<file path="config.mk">
export PLATFORM = sky130hd
export DESIGN_NAME = json_key_string_extractor
export DESIGN_NICKNAME = d
export VERILOG_FILES = /design/src/rtl/core/jkse_pkg.sv /design/src/rtl/core/jkse_cfg_regs.sv /design/src/rtl/core/jkse_scanner.sv /design/src/rtl/core/jkse_result_buf.sv /design/src/rtl/core/json_key_string_extractor.sv
export SDC_FILE = /design/constraint.sdc
export NUM_CORES = 1
export LEC_CHECK = 0
export ABC_AREA = 0
export BUFFER_PORTS_ARGS = -buffer_cell sky130_fd_sc_hd__clkbuf_2
export CORE_MARGIN = 5
export CORE_UTILIZATION = 45
export CTS_CLUSTER_DIAMETER = 120
export DETAILED_ROUTE_END_ITERATION = 6
export GPL_TIMING_DRIVEN = 1
export SLEW_MARGIN = 30
export SYNTH_ARGS = -nofsm -noshare
export SYNTH_HDL_FRONTEND = slang
export SYNTH_SLANG_ARGS = --single-unit
</file>
<file path="constraint.sdc">
create_clock -name clk -period 10.2 [get_ports clk]
set_input_delay 0.51 -clock clk [delete_from_list [all_inputs] [get_ports clk]]
set_output_delay 0.51 -clock clk [all_outputs]
set_load 0.03 [all_outputs]
</file>
<file path="src/rtl/core/jkse_pkg.sv">
// shared types, constants and helper functions of the json key string extractor
// no dependencies; imported by every module of the block
package jkse_pkg;

  // sizes fixed by the interface
  localparam int BYTE_W              = 8;
  localparam int KEY_REG_COUNT       = 4;
  localparam int KEY_REG_W           = 64;
  localparam int KEY_BYTES           = KEY_REG_COUNT * KEY_REG_W / BYTE_W;
  localparam int KEY_IDX_W           = 6;
  localparam int KEY_MAX_BYTES       = 32;
  localparam int CFG_IDX_W           = 3;
  localparam int MAX_RES             = 6;
  localparam int RES_CNT_W           = 3;
  localparam int VALUE_COUNT_BITS_DEF = 13;
  localparam int CAP_RESET_BITS      = 9;
  localparam int VALUE_CAP_RESET     = 256;
  localparam int HELD_DIGITS         = 3;
  localparam int HEX_CNT_W           = 2;
  localparam int ACC_W               = 12;

  // register indexes of the configuration port
  localparam logic [CFG_IDX_W-1:0] REG_KEY_0     = 3'd0;
  localparam logic [CFG_IDX_W-1:0] REG_KEY_1     = 3'd1;
  localparam logic [CFG_IDX_W-1:0] REG_KEY_2     = 3'd2;
  localparam logic [CFG_IDX_W-1:0] REG_KEY_3     = 3'd3;
  localparam logic [CFG_IDX_W-1:0] REG_KEY_LEN   = 3'd4;
  localparam logic [CFG_IDX_W-1:0] REG_VALUE_CAP = 3'd5;

  // characters
  localparam logic [7:0] CH_QUOTE     = 8'h22;
  localparam logic [7:0] CH_BACKSLASH = 8'h5c;
  localparam logic [7:0] CH_COLON     = 8'h3a;
  localparam logic [7:0] CH_QMARK     = 8'h3f;
  localparam logic [7:0] CH_SPACE     = 8'h20;
  localparam logic [7:0] CH_TAB       = 8'h09;
  localparam logic [7:0] CH_LF        = 8'h0a;
  localparam logic [7:0] CH_CR        = 8'h0d;
  localparam logic [7:0] CH_BS        = 8'h08;
  localparam logic [7:0] CH_FF        = 8'h0c;
  localparam logic [7:0] CH_N         = 8'h6e;
  localparam logic [7:0] CH_T         = 8'h74;
  localparam logic [7:0] CH_R         = 8'h72;
  localparam logic [7:0] CH_B         = 8'h62;
  localparam logic [7:0] CH_F         = 8'h66;
  localparam logic [7:0] CH_U         = 8'h75;
  localparam logic [7:0] CH_NUL       = 8'h00;

  // one result transaction
  typedef struct packed {
    logic [7:0] value_byte;
    logic       byte_valid;
    logic       done_res;
    logic       found;
  } res_item_t;

  // all results caused by one document byte
  typedef struct packed {
    res_item_t [MAX_RES-1:0] items;
    logic [RES_CNT_W-1:0]    cnt;
  } res_batch_t;

  typedef struct packed {
    logic       ok;
    logic [3:0] val;
  } hex_t;

  function automatic logic is_ws(input logic [7:0] ch);
    return (ch == CH_SPACE) || (ch == CH_TAB) || (ch == CH_LF) || (ch == CH_CR);
  endfunction

  function automatic hex_t hex_decode(input logic [7:0] ch);
    hex_t h;
    h = '0;
    if (ch >= 8'h30 && ch <= 8'h39) begin
      h.ok  = 1'b1;
      h.val = 4'(ch - 8'h30);
    end else if (ch >= 8'h61 && ch <= 8'h66) begin
      h.ok  = 1'b1;
      h.val = 4'(ch - 8'h57);
    end else if (ch >= 8'h41 && ch <= 8'h46) begin
      h.ok  = 1'b1;
      h.val = 4'(ch - 8'h37);
    end
    return h;
  endfunction

endpackage

</file>
<file path="src/rtl/core/jkse_cfg_regs.sv">
// configuration registers: key bytes, key length and value capacity
// depends on jkse_pkg
module jkse_cfg_regs
  import jkse_pkg::*;
#(
  parameter int VALUE_COUNT_BITS = VALUE_COUNT_BITS_DEF,
  parameter int CAP_W            = (VALUE_COUNT_BITS > CAP_RESET_BITS) ?
                                   VALUE_COUNT_BITS : CAP_RESET_BITS
) (
  input  logic                          clk,
  input  logic                          rst_n,
  input  logic                          wr_en,
  input  logic [CFG_IDX_W-1:0]          wr_index,
  input  logic [KEY_REG_W-1:0]          wr_data,
  output logic [KEY_BYTES-1:0][7:0]     key_bytes,
  output logic [KEY_IDX_W-1:0]          key_len,
  output logic [CAP_W-1:0]              value_cap
);

  logic [KEY_REG_COUNT-1:0][KEY_REG_W-1:0] key_r;
  logic [KEY_IDX_W-1:0]                    key_len_r;
  logic [CAP_W-1:0]                        cap_r;

  always_ff @(posedge clk) begin
    if (!rst_n) begin
      key_r     <= '0;
      key_len_r <= KEY_IDX_W'(1);
      cap_r     <= CAP_W'(VALUE_CAP_RESET);
    end else if (wr_en) begin
      unique case (wr_index)
        REG_KEY_0:     key_r[0]  <= wr_data;
        REG_KEY_1:     key_r[1]  <= wr_data;
        REG_KEY_2:     key_r[2]  <= wr_data;
        REG_KEY_3:     key_r[3]  <= wr_data;
        REG_KEY_LEN:   key_len_r <= wr_data[KEY_IDX_W-1:0];
        REG_VALUE_CAP: cap_r     <= CAP_W'(wr_data[VALUE_COUNT_BITS-1:0]);
        default: ;
      endcase
    end
  end

  assign key_bytes = key_r;
  // lengths beyond the supported maximum are clamped
  assign key_len   = (key_len_r > KEY_IDX_W'(KEY_MAX_BYTES)) ?
                     KEY_IDX_W'(KEY_MAX_BYTES) : key_len_r;
  assign value_cap = cap_r;

endmodule

</file>
<file path="src/rtl/core/jkse_scanner.sv">
// parser state and combinational scan of one document byte into a result batch
// depends on jkse_pkg
module jkse_scanner
  import jkse_pkg::*;
#(
  parameter int VALUE_COUNT_BITS = VALUE_COUNT_BITS_DEF,
  parameter int CAP_W            = (VALUE_COUNT_BITS > CAP_RESET_BITS) ?
                                   VALUE_COUNT_BITS : CAP_RESET_BITS
) (
  input  logic                      clk,
  input  logic                      rst_n,
  input  logic                      step_en,
  input  logic [7:0]                doc_byte,
  input  logic                      doc_end,
  input  logic [KEY_BYTES-1:0][7:0] key_bytes,
  input  logic [KEY_IDX_W-1:0]      key_len,
  input  logic [CAP_W-1:0]          value_cap,
  output res_batch_t                batch
);

  localparam int CMP_W = CAP_W + 1;

  typedef enum logic [2:0] {
    PH_SEARCH, PH_KEY, PH_AFTER_KEY, PH_VALUE_WS, PH_STRING, PH_ESCAPE, PH_UHEX
  } phase_t;

  typedef struct packed {
    phase_t               phase;
    logic [KEY_IDX_W-1:0] kmi;
    logic                 ws_clr;
  } key_step_t;

  // one key character against the key byte at idx
  function automatic key_step_t key_char(input logic [KEY_IDX_W-1:0] idx,
                                         input logic [7:0] ch,
                                         input logic [KEY_IDX_W-1:0] len,
                                         input logic [7:0] kb);
    key_step_t s;
    s.phase  = PH_SEARCH;
    s.kmi    = idx;
    s.ws_clr = 1'b0;
    if (idx < len) begin
      if (ch == kb) begin
        s.phase = PH_KEY;
        s.kmi   = idx + KEY_IDX_W'(1);
      end else if (ch == CH_QUOTE) begin
        s.phase = PH_KEY;
        s.kmi   = '0;
      end
    end else if (ch == CH_QUOTE) begin
      s.phase  = PH_AFTER_KEY;
      s.ws_clr = 1'b1;
    end
    return s;
  endfunction

  phase_t                     phase_r, phase_nxt;
  logic [KEY_IDX_W-1:0]       kmi_r, kmi_nxt;
  logic                       ws_r, ws_nxt;
  logic [7:0]                 held_r [HELD_DIGITS];
  logic [7:0]                 held_nxt [HELD_DIGITS];
  logic [HEX_CNT_W-1:0]       hdc_r, hdc_nxt;
  logic [ACC_W-1:0]           acc_r, acc_nxt;
  logic [VALUE_COUNT_BITS-1:0] stored_r, stored_nxt;
  logic                       fin_r, fin_nxt;

  logic                       last;
  logic                       scan;
  hex_t                       hex;
  logic [7:0]                 kb_cur;
  key_step_t                  ks;
  logic [7:0]                 att [MAX_RES];
  logic [RES_CNT_W-1:0]       n;
  logic [RES_CNT_W-1:0]       ns;
  logic                       fin_hit;
  logic                       fin_arg;
  logic                       enter_string;
  logic [MAX_RES-1:0]         room_ok;
  res_item_t                  fin_item;

  assign last = doc_end || (doc_byte == CH_NUL);
  assign scan = !fin_r && (doc_byte != CH_NUL);
  assign hex  = hex_decode(doc_byte);
  assign kb_cur = (kmi_r >= KEY_IDX_W'(KEY_BYTES)) ? 8'h00 :
                  key_bytes[kmi_r[$clog2(KEY_BYTES)-1:0]];

  always_comb begin
    phase_nxt    = phase_r;
    kmi_nxt      = kmi_r;
    ws_nxt       = ws_r;
    held_nxt     = held_r;
    hdc_nxt      = hdc_r;
    acc_nxt      = acc_r;
    fin_hit      = 1'b0;
    fin_arg      = 1'b0;
    enter_string = 1'b0;
    ks           = '0;
    n            = '0;
    for (int i = 0; i < MAX_RES; i++) att[i] = '0;

    if (scan) begin
      unique case (phase_r)
        PH_KEY: begin
          ks = key_char(kmi_r, doc_byte, key_len, kb_cur);
          phase_nxt = ks.phase;
          kmi_nxt   = ks.kmi;
          if (ks.ws_clr) ws_nxt = 1'b0;
        end
        PH_AFTER_KEY: begin
          if (doc_byte == CH_COLON) begin
            phase_nxt = PH_VALUE_WS;
          end else if (is_ws(doc_byte)) begin
            ws_nxt = 1'b1;
          end else if (ws_r) begin
            if (doc_byte == CH_QUOTE) begin
              phase_nxt = PH_KEY;
              kmi_nxt   = '0;
            end else begin
              phase_nxt = PH_SEARCH;
            end
          end else begin
            // closing quote of the failed key reopens a key
            ks = key_char('0, doc_byte, key_len, key_bytes[0]);
            phase_nxt = ks.phase;
            kmi_nxt   = ks.kmi;
            if (ks.ws_clr) ws_nxt = 1'b0;
          end
        end
        PH_VALUE_WS: begin
          if (!is_ws(doc_byte)) begin
            if (doc_byte == CH_QUOTE) begin
              phase_nxt    = PH_STRING;
              enter_string = 1'b1;
            end else begin
              fin_hit = 1'b1;
            end
          end
        end
        PH_STRING: begin
          if (doc_byte == CH_QUOTE) begin
            fin_hit = 1'b1;
            fin_arg = 1'b1;
          end else if (doc_byte == CH_BACKSLASH) begin
            phase_nxt = PH_ESCAPE;
          end else begin
            att[n] = doc_byte;
            n = n + RES_CNT_W'(1);
          end
        end
        PH_ESCAPE: begin
          phase_nxt = PH_STRING;
          unique case (doc_byte)
            CH_N: begin att[n] = CH_LF; n = n + RES_CNT_W'(1); end
            CH_T: begin att[n] = CH_TAB; n = n + RES_CNT_W'(1); end
            CH_R: begin att[n] = CH_CR; n = n + RES_CNT_W'(1); end
            CH_B: begin att[n] = CH_BS; n = n + RES_CNT_W'(1); end
            CH_F: begin att[n] = CH_FF; n = n + RES_CNT_W'(1); end
            CH_U: begin
              phase_nxt = PH_UHEX;
              hdc_nxt   = '0;
              acc_nxt   = '0;
            end
            default: begin att[n] = doc_byte; n = n + RES_CNT_W'(1); end
          endcase
        end
        PH_UHEX: begin
          if (hex.ok) begin
            if (hdc_r < HEX_CNT_W'(HELD_DIGITS)) begin
              held_nxt[hdc_r] = doc_byte;
              hdc_nxt = hdc_r + HEX_CNT_W'(1);
              acc_nxt = {acc_r[ACC_W-5:0], hex.val};
            end else begin
              // code points of 0x80 and above become a question mark
              att[n] = (acc_r[ACC_W-1:3] == '0) ? {acc_r[3:0], hex.val} : CH_QMARK;
              n = n + RES_CNT_W'(1);
              phase_nxt = PH_STRING;
              hdc_nxt   = '0;
            end
          end else begin
            // broken escape: question mark, held digits, then the byte as content unless it is a quote or backslash
            att[n] = CH_QMARK;
            n = n + RES_CNT_W'(1);
            for (int i = 0; i < HELD_DIGITS; i++) begin
              if (HEX_CNT_W'(i) < hdc_r) begin
                att[n] = held_r[i];
                n = n + RES_CNT_W'(1);
              end
            end
            hdc_nxt   = '0;
            phase_nxt = PH_STRING;
            if (doc_byte == CH_QUOTE) begin
              fin_hit = 1'b1;
              fin_arg = 1'b1;
            end else if (doc_byte == CH_BACKSLASH) begin
              phase_nxt = PH_ESCAPE;
            end else begin
              att[n] = doc_byte;
              n = n + RES_CNT_W'(1);
            end
          end
        end
        default: begin
          if (doc_byte == CH_QUOTE) begin
            phase_nxt = PH_KEY;
            kmi_nxt   = '0;
          end else begin
            phase_nxt = PH_SEARCH;
          end
        end
      endcase
    end

    // end of document closes whatever is pending
    if (last && !fin_r && !fin_hit) begin
      fin_hit = 1'b1;
      unique case (phase_nxt)
        PH_STRING: fin_arg = 1'b1;
        PH_ESCAPE: begin
          att[n] = CH_BACKSLASH;
          n = n + RES_CNT_W'(1);
          fin_arg = 1'b1;
        end
        PH_UHEX: begin
          att[n] = CH_QMARK;
          n = n + RES_CNT_W'(1);
          for (int i = 0; i < HELD_DIGITS; i++) begin
            if (HEX_CNT_W'(i) < hdc_nxt) begin
              att[n] = held_nxt[i];
              n = n + RES_CNT_W'(1);
            end
          end
          fin_arg = 1'b1;
        end
        default: fin_arg = 1'b0;
      endcase
    end
  end

  // capacity check: emit k is kept while stored + k + 1 < capacity
  always_comb begin
    ns = '0;
    for (int k = 0; k < MAX_RES; k++) begin
      room_ok[k] = (CMP_W'(stored_r) + CMP_W'(k + 1)) < CMP_W'(value_cap);
      if (RES_CNT_W'(k) < n && room_ok[k]) ns = ns + RES_CNT_W'(1);
    end
  end

  always_comb begin
    fin_item            = '0;
    fin_item.done_res   = 1'b1;
    fin_item.found      = fin_arg && (value_cap != '0);
    batch.cnt           = ns + RES_CNT_W'(fin_hit);
    for (int k = 0; k < MAX_RES; k++) begin
      if (RES_CNT_W'(k) < ns) begin
        batch.items[k].value_byte = att[k];
        batch.items[k].byte_valid = 1'b1;
        batch.items[k].done_res   = 1'b0;
        batch.items[k].found      = 1'b0;
      end else if (RES_CNT_W'(k) == ns && fin_hit) begin
        batch.items[k] = fin_item;
      end else begin
        batch.items[k] = '0;
      end
    end
  end

  always_comb begin
    stored_nxt = enter_string ? '0 : stored_r + VALUE_COUNT_BITS'(ns);
    fin_nxt    = fin_r || fin_hit;
  end

  always_ff @(posedge clk) begin
    if (!rst_n) begin
      phase_r  <= PH_SEARCH;
      kmi_r    <= '0;
      ws_r     <= 1'b0;
      hdc_r    <= '0;
      stored_r <= '0;
      fin_r    <= 1'b0;
    end else if (step_en) begin
      if (last) begin
        phase_r  <= PH_SEARCH;
        kmi_r    <= '0;
        ws_r     <= 1'b0;
        hdc_r    <= '0;
        stored_r <= '0;
        fin_r    <= 1'b0;
      end else begin
        phase_r  <= phase_nxt;
        kmi_r    <= kmi_nxt;
        ws_r     <= ws_nxt;
        hdc_r    <= hdc_nxt;
        stored_r <= stored_nxt;
        fin_r    <= fin_nxt;
      end
    end
  end

  // digit payload, only read below the digit count
  always_ff @(posedge clk) begin
    if (step_en) begin
      held_r <= held_nxt;
      acc_r  <= acc_nxt;
    end
  end

endmodule

</file>
<file path="src/rtl/core/jkse_result_buf.sv">
// result register: holds one batch and hands it out one transaction per cycle while out_ready is high
// depends on jkse_pkg
module jkse_result_buf
  import jkse_pkg::*;
(
  input  logic       clk,
  input  logic       rst_n,
  input  logic       load,
  input  res_batch_t batch,
  output logic       can_load,
  output logic       out_valid,
  input  logic       out_ready,
  output res_item_t  out_item
);

  res_item_t [MAX_RES-1:0] items_r;
  logic [RES_CNT_W-1:0]    cnt_r;
  logic [RES_CNT_W-1:0]    ptr_r;
  logic [RES_CNT_W-1:0]    remain;

  assign remain    = cnt_r - ptr_r;
  assign out_valid = (remain != '0);
  // refill as the last waiting transaction leaves
  assign can_load  = (remain == '0) || ((remain == RES_CNT_W'(1)) && out_ready);
  assign out_item  = (ptr_r < RES_CNT_W'(MAX_RES)) ? items_r[ptr_r] : '0;

  always_ff @(posedge clk) begin
    if (!rst_n) begin
      cnt_r <= '0;
      ptr_r <= '0;
    end else if (load) begin
      cnt_r <= batch.cnt;
      ptr_r <= '0;
    end else if (out_valid && out_ready) begin
      ptr_r <= ptr_r + RES_CNT_W'(1);
    end
  end

  always_ff @(posedge clk) begin
    if (load) begin
      items_r <= batch.items;
    end
  end

endmodule

</file>
<file path="src/rtl/core/json_key_string_extractor.sv">
// json key string extractor: input byte register, combinational scan, result register
// throughput: one byte per cycle while the result register can take its batch; a byte
//   with k results holds that register until all k have left (k is at most six, MAX_RES)
// reset: synchronous active-low rst_n clears parser state; key 0, key_length 1, capacity 256
// depends on jkse_pkg, jkse_cfg_regs, jkse_scanner, jkse_result_buf
module json_key_string_extractor
  import jkse_pkg::*;
#(
  parameter int VALUE_COUNT_BITS = VALUE_COUNT_BITS_DEF
) (
  input  logic                 clk,
  input  logic                 rst_n,
  // document byte stream
  input  logic                 in_tvalid,
  output logic                 in_tready,
  input  logic [7:0]           in_tdata,   // [7:0] doc_byte
  input  logic                 in_tlast,   // doc_end
  // extracted value stream
  output logic                 out_tvalid,
  input  logic                 out_tready,
  output logic [7:0]           out_tdata,  // [7:0] value_byte
  output logic [1:0]           out_tuser,  // [0] byte_valid, [1] found
  output logic                 out_tlast,  // done_res
  // register write channel
  input  logic                 cfg_valid,
  output logic                 cfg_ready,
  input  logic [CFG_IDX_W-1:0] cfg_index,
  input  logic [KEY_REG_W-1:0] cfg_data
);

  localparam int CAP_W = (VALUE_COUNT_BITS > CAP_RESET_BITS) ?
                         VALUE_COUNT_BITS : CAP_RESET_BITS;

  // input register
  logic       in_valid_r;
  logic [7:0] in_byte_r;
  logic       in_end_r;

  logic                      step_en;
  logic                      can_load;
  logic [KEY_BYTES-1:0][7:0] key_bytes;
  logic [KEY_IDX_W-1:0]      key_len;
  logic [CAP_W-1:0]          value_cap;
  res_batch_t                batch;
  res_item_t                 cur_item;

  // register writes are always taken
  assign cfg_ready = 1'b1;

  jkse_cfg_regs #(
    .VALUE_COUNT_BITS (VALUE_COUNT_BITS),
    .CAP_W            (CAP_W)
  ) u_cfg (
    .clk       (clk),
    .rst_n     (rst_n),
    .wr_en     (cfg_valid && cfg_ready),
    .wr_index  (cfg_index),
    .wr_data   (cfg_data),
    .key_bytes (key_bytes),
    .key_len   (key_len),
    .value_cap (value_cap)
  );

  // a byte leaves the input register when the result register can take its batch
  assign step_en   = in_valid_r && can_load;
  // the input register takes a new transaction when it is empty or its byte leaves
  assign in_tready = !in_valid_r || step_en;

  always_ff @(posedge clk) begin
    if (!rst_n) begin
      in_valid_r <= 1'b0;
    end else if (in_tready) begin
      in_valid_r <= in_tvalid;
    end
  end

  // byte payload needs no reset
  always_ff @(posedge clk) begin
    if (in_tready && in_tvalid) begin
      in_byte_r <= in_tdata;
      in_end_r  <= in_tlast;
    end
  end

  jkse_scanner #(
    .VALUE_COUNT_BITS (VALUE_COUNT_BITS),
    .CAP_W            (CAP_W)
  ) u_scan (
    .clk       (clk),
    .rst_n     (rst_n),
    .step_en   (step_en),
    .doc_byte  (in_byte_r),
    .doc_end   (in_end_r),
    .key_bytes (key_bytes),
    .key_len   (key_len),
    .value_cap (value_cap),
    .batch     (batch)
  );

  jkse_result_buf u_rbuf (
    .clk       (clk),
    .rst_n     (rst_n),
    .load      (step_en),
    .batch     (batch),
    .can_load  (can_load),
    .out_valid (out_tvalid),
    .out_ready (out_tready),
    .out_item  (cur_item)
  );

  assign out_tdata = cur_item.value_byte;
  assign out_tuser = {cur_item.found, cur_item.byte_valid};
  assign out_tlast = cur_item.done_res;

  // the done transaction never carries a value byte
  a_done_no_byte: assert property (@(posedge clk) disable iff (!rst_n)
    out_tvalid && out_tlast |-> !out_tuser[0])
    else $error("done transaction flagged as value byte");

  // found is only reported on the done transaction
  a_found_on_done: assert property (@(posedge clk) disable iff (!rst_n)
    out_tvalid && out_tuser[1] |-> out_tlast)
    else $error("found set outside done transaction");

  // a held byte only waits behind pending results
  a_stall_cause: assert property (@(posedge clk) disable iff (!rst_n)
    in_valid_r && !step_en |-> out_tvalid)
    else $error("input byte stalled with no pending result");

  // a byte waiting in the input register is not lost
  a_hold_byte: assert property (@(posedge clk) disable iff (!rst_n)
    in_valid_r && !step_en |=> in_valid_r && $stable(in_byte_r))
    else $error("stalled document byte dropped");

endmodule
</file>
==> impl_metrics.tcl <==
set metrics [dict create \
    vias_per_cell 5.893 \
    met1_length_um 35910 \
    detail-route-antenna-nets 0 \
    drt-wirelength-per-cell_um 22.44 \
    synth_cell_types 118 \
    dieArea_um2 62720 \
    cp-start-kind "register" \
    postSynthNetCount 3218 \
    seq_area_um2 9504 \
    post-synth-top-count-cell "nand2_1" \
    crit_type "register to register" \
    drv_slew 0 \
    maxSlewHeadroom 0.2934 \
    cts_buffer_depth 3 \
    core_um2 57480 \
    postSynthCellCount 3021 \
    finClkSkew_ps 24.80 \
    dieWidth_um 250.4 \
    grt_pass1_vias 21980 \
    rsz0062_at_grt "false" \
    outcome "completed" \
    irDropWorstVdd_uv 139.3 \
    min_path_type "input port to register" \
    multi_input_area_um2 15340 \
    portBuffers 93 \
    worst_pin_slew_ps 1051 \
    grt_max_degree 127 \
    wl_um 85930 \
    drive_above_1_share 0.1197 \
    route.detailed.drc 0 \
    worstSkewPairLatency_ps 620 \
    start_util 0.4527 \
    fin_nets 3224 \
    nFillCells 5467 \
    synth_top_area_share 0.2370 \
    cp.arrival_ps 9990 \
    synth_commonest_cells "718 x nand2_1, 308 x dfxtp_1, 274 x a21boi_0" \
    dr_wl_met2_um 40740 \
    cp_max_fo 24 \
    end_kind "register" \
    rows 88 \
    gp_congestion 0.9887 \
    synth_edf_count 111 \
    synth_top_family_by_area "compound AO/OA/AOI/OAI gates" \
    grt_antenna_before_repair 5 \
    cts_max_level 2 \
    yosys.area_share.simple 0.2003 \
    setup-tns-final_ps 0 \
    synth_top_cells_by_area "dfxtp_1 24%, edfxtp_1 13%, nand2_1 10%" \
    root_buffer "clkbuf_16" \
    hold_start "in_tdata[3]" \
    grt.overflow.total 0 \
    netlist_area_um2 26020 \
    pwr_density_cell_nw_per_um2 148.6 \
    cp_slowest_cell "edfxtp_1" \
    crit_path_max_incr_delay_ps 400 \
    final-hold-violation-count 0 \
    cts.clk_slew.worst_paths_ps 60 \
    max_cap_viol_count 0 \
    ys.flop_type "dfxtp_1" \
    io_pins 95 \
    hpwlAfterDp_um 61470 \
    ys_seq_elements 419 \
    area_growth_pct 10.38 \
    grt_pass1_wl_um 133200 \
    yosys.area.top_type "dfxtp_1" \
    firstDrtPassIters 6 \
    fmax_ghz 0.1051 \
    grt_use_total 0.2652 \
    crit_top_cell "ha_1" \
    worstPathRequired_ps 10680 \
    synth-compound-area-share 0.2076 \
    leakage_nw 10.06 \
    synthMuxAreaShare 0.08392 \
    fin_crit_sh 0.9325 \
    cts_buffers 47 \
    p_total_mw 4.268 \
    cts_tree "done" \
    top_layer_used "met5" \
    crit_start "in_byte_r[0]" \
    wl_met3_um 5368 \
    syn_avg_cell_area_um2 8.612 \
    synth_xor_area_frac 0.03645 \
    drtIter0Drc 2025 \
    clock-sinks 419 \
    synthArstFlopShare 0 \
    synthAdderAreaFrac 0.05637 \
    r2r_start "in_byte_r[0]" \
    die_h_um 250.4 \
    vias 22570 \
    setup_violations 0 \
    min_period_ps 9512 \
    postCtsHoldBufs 0 \
    n_antenna_cell 0 \
    ys_seq_area_frac 0.3651 \
    synth_warnings 0 \
]
==> layer usage <==
layer  GRT usage  vias to the layer above
li1            -                    10700
met1      0.3439                    10860
met2      0.4454                      779
met3     0.04164                      226
met4      0.1053                        8
met5           0                        -
==> sequential cells by signal (all words and copies together), names as in the netlist, 6 cells and up <==
register / flops
in_byte_r: 8
u_cfg.key_bytes: 256
u_cfg.key_len_r: 6
u_cfg.value_cap: 13
u_rbuf.items_r: 66
u_scan.acc_r: 12
u_scan.held_r: 24
u_scan.kmi_r: 6
u_scan.stored_r: 13
==> layout by cell type, fill, tap and decap left out, drive strengths merged, types with 16 or more instances in the layout <==
master	Yosys	layout
mux2i	70	70
a21oi	132	132
xnor2	58	58
mux2	16	16
nand4	17	17
o211ai	16	16
a21boi	274	274
a21o	38	38
ha	114	114
o22ai	19	19
mux4	56	56
buf	49	62
edfxtp	111	111
dfxtp	308	308
nand2	718	718
nor3	60	60
nand3	58	58
and2	32	32
nor4	16	16
nand2b	18	18
clkbuf	145	157
o21ai	90	90
a22oi	44	44
inv	79	80
and3	16	16
nor2	176	176
clkinv	4	19
xor2	45	45
nor2b	29	29
a211oi	27	27
a31oi	16	16
==> worst paths after layout <==
kind                            slack, ps  depth (start not counted)                   to
worst max-delay path                  690                         44  u_scan.stored_r[12]
worst min-delay path                   70                          1         in_byte_r[3]
worst max register to register        690                         44  u_scan.stored_r[12]
worst min register to register        460                          2  u_cfg.key_bytes[14]
==> power breakdown <==
| group | leakage [nW] | total (mW) | switching [mW] | internal, mW |
|---|---|---|---|---|
| combinational | 5.81 | 0.588 | 0.394 | 0.194 |
| clock | 0.809 | 1.80 | 0.744 | 1.06 |
| sequential | 3.44 | 1.88 | 0.0454 | 1.83 |
==> through the flow <==
step	cell area [um2]	hold slack [ps]	cells	util	setup slack, ps
after floorplan	26020	438.6	3021	-	558.3
after global placement	26970	448.0	3742	0.4692	321.7
after detailed placement	26980	457.6	3742	0.4695	54.55
after CTS	28650	41.76	3829	0.4984	36.50
after global routing	28720	60.67	3830	0.4997	71.65
final	28720	67.71	3830	0.4997	688.3
==> critical path, delay by kind of cell (launching register included) <==
kind	cells	cell delay, ps
xor gates and xnor gates	3	740
and+or+nand+nor	11	1660
AOI/OAI and AO/OA	14	2770
buffers and inverters	5	680
muxes	2	440
DFF	1	400
adders and majority gates	9	2640
==> cells by family (layout without fill, tap and decap cells) <==
group	Yosys count	after routing
AND/OR/NAND/NOR	1191	1191
AO/OA/AOI/OAI	767	767
flip-flops	419	419
buffers and inverters	280	324
multiplexers	142	142
adder cells (fa/ha/maj)	116	116
XOR/XNOR	105	105
other	1	1
==> final cells by class <==
cell class              count  area share
flip-flops and latches    419      0.3310
multi-input cells        2322      0.5341
inverters                  83     0.01089
clock inverters            22     0.01089
well taps                 765     0.03333
clock buffers              65     0.04679
repair buffers            154     0.03307
==> repair_timing <==
| action | CTS | global route |
|---|---|---|
| buffers inserted | 0 | 1 |
| pin swaps | 0 | 1 |
| endpoints found under the setup margin | 1 | 40 |
| resized for setup | 1 | 13 |
No activity file was read; power rests on OpenSTA's default activity.
